===== src/hdl/ampf_pkg.sv =====
// Package for the ambiguous match pair filter: defaults and shared types.
package ampf_pkg;

	localparam int unsigned CAPACITY_DEF   = 64;
	localparam int unsigned COORD_BITS_DEF = 24;

	typedef struct packed {
		logic valid;
		logic mark;
	} ampf_flags_t;

	typedef struct packed {
		logic load;
		logic mark_new;
		logic shift;
	} ampf_ctrl_t;

endpackage


===== src/hdl/ampf_cell.sv =====
// One storage cell of the pair chain: holds a pair, compares and shifts toward the head.
module ampf_cell import ampf_pkg::*; #(
	parameter int unsigned COORD_BITS = COORD_BITS_DEF
) (
	input  logic                      clk,
	input  logic                      arst_n,
	input  ampf_ctrl_t                ctrl,
	input  logic                      sel,
	input  logic [2*COORD_BITS-1:0]   new_fp,
	input  logic [2*COORD_BITS-1:0]   new_sp,
	input  ampf_flags_t               nxt_flags,
	input  logic [2*COORD_BITS-1:0]   nxt_fp,
	input  logic [2*COORD_BITS-1:0]   nxt_sp,
	output ampf_flags_t               flags,
	output logic [2*COORD_BITS-1:0]   fp,
	output logic [2*COORD_BITS-1:0]   sp,
	output logic                      match
);

	ampf_flags_t               flags_q;
	logic [2*COORD_BITS-1:0]   fp_q;
	logic [2*COORD_BITS-1:0]   sp_q;

	assign match = flags_q.valid & ((fp_q == new_fp) | (sp_q == new_sp));

	always_ff @(posedge clk or negedge arst_n) begin
		if (!arst_n) begin
			flags_q <= '0;
		end else if (ctrl.shift) begin
			flags_q <= nxt_flags;
		end else if (ctrl.load) begin
			if (sel) begin
				flags_q.valid <= 1'b1;
				flags_q.mark  <= ctrl.mark_new;
			end else if (match) begin
				flags_q.mark <= 1'b1;
			end
		end
	end

	always_ff @(posedge clk) begin
		if (ctrl.shift) begin
			fp_q <= nxt_fp;
			sp_q <= nxt_sp;
		end else if (ctrl.load && sel) begin
			fp_q <= new_fp;
			sp_q <= new_sp;
		end
	end

	assign flags = flags_q;
	assign fp    = fp_q;
	assign sp    = sp_q;

endmodule


===== config.mk =====
export PLATFORM = sky130hd
export DESIGN_NAME = ampf_cell
export DESIGN_NICKNAME = d
export VERILOG_FILES = /design/src/hdl/ampf_pkg.sv /design/src/hdl/ampf_cell.sv
export SDC_FILE = /design/constraint.sdc
export NUM_CORES = 1
export LEC_CHECK = 0
export ABC_AREA = 1
export CORE_AREA = 2 2 116 118
export CTS_CLUSTER_SIZE = 24
export DETAILED_ROUTE_END_ITERATION = 12
export DIE_AREA = 0 0 118 120
export DONT_BUFFER_PORTS = 1
export PLACE_DENSITY = 0.69
export SYNTH_ARGS = -nofsm -noshare
export SYNTH_HDL_FRONTEND = slang
export SYNTH_SLANG_ARGS = --single-unit

===== constraint.sdc =====
create_clock -name clk -period 1.25 [get_ports clk]
set_clock_uncertainty 0.1 [all_clocks]
set_input_delay 0.1875 -clock clk [delete_from_list [all_inputs] [get_ports clk]]
set_output_delay 0.1875 -clock clk [all_outputs]
set_load 0.005 [all_outputs]

Yosys cells after proc, flatten, opt, wreduce, memory -nomap -nowiden
Cells that the tools add are included.
Cells by class
  $mul: 0
  $add $sub $neg: 0
  eq/ne operators: 2
  bitwise gates (word level): 2
  reduce and logical (&&, ||, !) cells: 7
  magnitude comparators: 0
  muxes and demuxes: 9
  div/mod/pow operators: 0
  shifts and indexed selects: 0
Operators by type and width (number)
  48-bit 2-to-1 mux: 4
  48-bit equality test: 2
  2-bit nonzero test: 3
  2-bit 2-to-1 mux: 2
  2-bit AND reduction: 2
  1-bit 2-to-1 mux: 3
  3-bit nonzero test: 1
  1-bit AND: 1
  1-bit logical AND: 1
  1-bit OR: 1
Storage, ports and cells
  logic and storage cells: 24
  flip-flop bits (word level): 98
  latch bits: 0
  input port bits: 200
  memory bits (writable): 0
  output and inout port bits: 99
  memories: 0
  ROM bits: 0

Logic depth before layout (Yosys ltp)
  depth in word-level cells: 7
  mapped depth: 13
  mapped depth without buffers: 13

Worst setup path after synthesis
No wires, ideal clock.
  kind: input to register
  from: in sel
  to: reg flags_q, in the netlist flags[0]
  stages on the path: 5
  arrival: 5207 ps
  slack: -4180 ps
  required time: 1027 ps
  path buffers: 0
  cell sequence: inv_1 > o21ai_1 > inv_1 > nand3_1 > nand2_1
Between the ends
  cells in the longest elaborated chain, start to end: 3
  elaborated cells between the ends (all ways): 5
  classes of those cells: mux (3); reduce/logical (2)
RTL lines
  start, declared: RTL line ampf_cell.sv:8  | input logic sel,
  1-bit 2-to-1 mux: RTL line ampf_cell.sv:32  | if (sel) begin
  2-bit 2-to-1 mux: RTL line ampf_cell.sv:31  | end else if (ctrl.load) begin
  2-bit 2-to-1 mux: RTL line ampf_cell.sv:29  | end else if (ctrl.shift) begin
  end signal, assigned: RTL line ampf_cell.sv:30  | flags_q <= nxt_flags;
  end, declared: RTL line ampf_cell.sv:20  | ampf_flags_t flags_q;
Several ways; a longest one is shown, not always the timed one. The select of a mux whose other input is x is not followed.
A chain may end at the register's enable or synchronous reset.

Worst setup path after layout
  from: reg fp_q[44] (netlist: fp[44])
  to: out match
Between the ends
  cells in the longest elaborated chain, start to end: 3
RTL lines
  start, declared: RTL line ampf_cell.sv:21  | logic [2*COORD_BITS-1:0] fp_q;
  start signal, assigned: RTL line ampf_cell.sv:43  | fp_q <= nxt_fp;
  start signal, assigned: RTL line ampf_cell.sv:46  | fp_q <= new_fp;
  48-bit equality test: RTL line ampf_cell.sv:24  | assign match = flags_q.valid & ((fp_q == new_fp) | (sp_q == new_sp));
  1-bit OR: RTL line ampf_cell.sv:24
  1-bit AND: RTL line ampf_cell.sv:24
  end, declared: RTL line ampf_cell.sv:17  | output logic match
Every way passes these cells.

==> flow_metrics.py <==
metrics = {
    "run_status": {
        "outcome": "complete, but fails checks",
        "violations": "negative hold slack, negative setup slack",
    },
    "global_route": {
        "antenna_found_initial": 1,
        "use_met2": 0.5327,
        "met3_usage": 0.07842,
        "gr-usage-all-layers": 0.3030,
        "grt_pass1_wl_mm": 33.26,
        "grt_max_degree": 115,
        "grt.overflow.total": 0,
        "grt_pass1_vias": 6536,
        "use_met1": 0.3218,
        "busiest_layer": "met2",
    },
    "floorplan": {
        "coreArea_sq_um": 12980,
        "dieArea_sq_um": 14160,
        "initial_utilization": 0.4231,
        "num_rows": 42,
        "fp.dieH_um": 120,
        "die_w_um": 118,
        "pin_count": 299,
    },
    "layout": {
        "drive_gt1_frac": 0.1972,
        "fin_cells": 1171,
        "finalInstanceArea_sq_um": 9503,
        "nets": 1191,
        "syn_to_final_growth_pct": 73.05,
    },
    "sta": {
        "fin_crit_sh": 1.748,
        "finalSetupTns_ns": -4.729,
        "finalHoldViolCount": 42,
        "report.final.slew_viol_count": 0,
        "relSlewSlack": 0.7733,
        "setup_viol": 59,
        "worstMarginPinSlew_ns": 0.3365,
        "rsz0062_at_grt": "true",
        "clock.fmax_ghz": 0.4576,
        "finalHoldWorstSlack_ns": -0.04223,
        "min_period_ns": 2.185,
        "setup_slack_ns": -0.9353,
    },
    "critical_path": {
        "crit_chain": "xnor2_2, nand2_1, nor2_1, nand2_1, nor2_2, nand3_2, a21oi_4",
        "path_depth": 7,
        "critPathBufInv": 0,
        "required_ns": 0.96,
        "path_delay_family": "simple AND/OR/NAND/NOR gates",
        "cp_slowest_stage_delay_ns": 0.46,
        "r2r_cells": 13,
        "crit_top_cell": "nand2_1",
        "crit_slowest_cell": "edfxtp_1",
        "path_max_fanout": 2,
        "critPathKind": "flop to output pin",
        "worst_setup_path_end_kind": "output pin",
        "crit_arrival_ns": 1.90,
        "setup.worst_path.start_class": "flop",
    },
    "synthesis": {
        "syn_area_sq_um": 5492,
        "ys_seq_area_frac": 0.5341,
        "synth_cell_types": 15,
        "avgSynthCellArea_sq_um": 8.308,
        "syn-instance-count": 661,
        "synth_nets": 861,
        "ys_ff_latch": 98,
        "yosys_warnings": 0,
    },
    "clocking": {
        "cts_sinks": 98,
        "insertion_delay_ns": 0.34,
        "clockRootBuffer": "clkbuf_16",
        "clk_pin_slew_ns": 0.07,
        "cts_tree": "done",
        "cts_hold_buf": 181,
        "cts_max_path_buffers": 2,
        "cts_buffers": 9,
        "htreeDepth": 3,
    },
    "power": {
        "fin_total_pwr_mw": 9.830,
        "p_leak_nw": 4.241,
        "power.density_nw_per_um2": 1034,
        "ir_drop_mv": 0.7997,
    },
    "drt": {
        "via_per_inst": 5.243,
        "vias": 6139,
        "drt_first_pass_iters": 5,
        "wl_mm": 22.64,
        "post-route-drc-count": 0,
        "routedWlPerCell_um": 19.33,
        "drt-initial-drc-count": 416,
        "ant_nets": 0,
    },
    "run": {
        "cap_violations": 0,
    },
    "place": {
        "hpwl_mm": 12.18,
        "gp_congestion": 0.8496,
        "dpl.cell_count": 972,
        "placed_area_sq_um": 6867,
        "io_buffers": 0,
    },
    "worst_hold_path": {
        "hold_depth": 2,
        "hold_path_class": "input pin to flop",
    },
}
## synth_stat cells
cell type	count	area, sq um
a21oi_1	2	10.01
dfrtp_1	2	50.05
clkbuf_1	17	63.81
or2_0	1	6.260
edfxtp_1	96	2883
buf_2	5	25.02
nor2_1	31	116.4
o21ai_0	17	85.08
nand3_2	1	10.01
nand3_1	4	20.02
inv_1	33	123.9
nand2_1	368	1381
inv_2	3	11.26
o21ai_1	1	5.000
xnor2_1	80	700.7
## registers in the layout, indices dropped and copies added (netlist names)
signal and cells:
fp 48, sp 48, flags 2
## report_power, final
group	internal (mW)	total (mW)	switching, mW
sequential	4.07	4.41	0.343
clock	1.31	2.49	1.19
combinational	1.79	2.92	1.13
total	7.17	9.83	2.66
## worst paths after layout
check                               from  endpoint  slack, ns
worst max-delay path              fp[44]     match      -0.94
worst min-delay path             ctrl[0]    fp[43]      -0.04
worst max register to register    sp[47]  flags[0]      -0.78
worst min register to register  flags[0]  flags[0]       0.48
max in group asynchronous         arst_n  flags[0]       0.38
min in group asynchronous         arst_n  flags[1]       0.54
## cells by family (layout without fill, tap and decap cells)
family                    Yosys count  in the layout  synth area share
other                               0              1                 0
DFF                                98             98            0.5341
AOI/OAI and AO/OA                  20             20           0.01823
buffers and inverters              58            391           0.04078
xor gates and xnor gates           80             80            0.1276
and+or+nand+nor                   405            405            0.2793
## per-layer routing
metal | wire length [um] | vias up
met5 | 0 | -
met2 | 11260 | 449
met3 | 2004 | 126
met4 | 1532 | 0
li1 | - | 2716
met1 | 7841 | 2848
## stage by stage
step	utilization	setup WS, ns	hold slack, ns
floorplan	-	-1.164	-0.2081
global placement	0.5290	-0.8511	-0.2080
detailed placement	0.5290	-0.8488	-0.2080
CTS	0.7201	-0.8367	-0.07229
global route	0.7321	-0.9772	-0.05783
finish	0.7321	-0.9353	-0.04223
## cell usage in the layout, fill, tap and decap left out, types with 5 or more instances in the layout
cell type	count
buf_4	39
buf_6	118
clkbuf_16	9
dlygate4sd3_1	181
edfxtp_1	96
inv_1	31
nand2_1	365
nor2_1	24
nor2_2	5
o21ai_0	17
xnor2_1	76
## cell type report
cell class                 instances  area [sq um]
antenna                            1         2.502
tap                              176         220.2
inverter                          36         147.6
multi-input combinational        505          2457
sequential                        98          2933
clock buffer                       9         225.2
timing repair buffer             341          3493
clock inverter                     5         23.77
fill                             764          3477
## repair_timing
| action | 4_1_cts | 5_1_grt |
|---|---|---|
| setup buffers | 27 | 27 |
| gates resized for setup | 102 | 55 |
| endpoints found under the setup margin | 58 | 63 |
| pin swaps | 4 | 7 |
| cloned | 0 | 0 |
| endpoints found under the hold margin | 100 | 73 |
(Power assumes the default switching activity.)
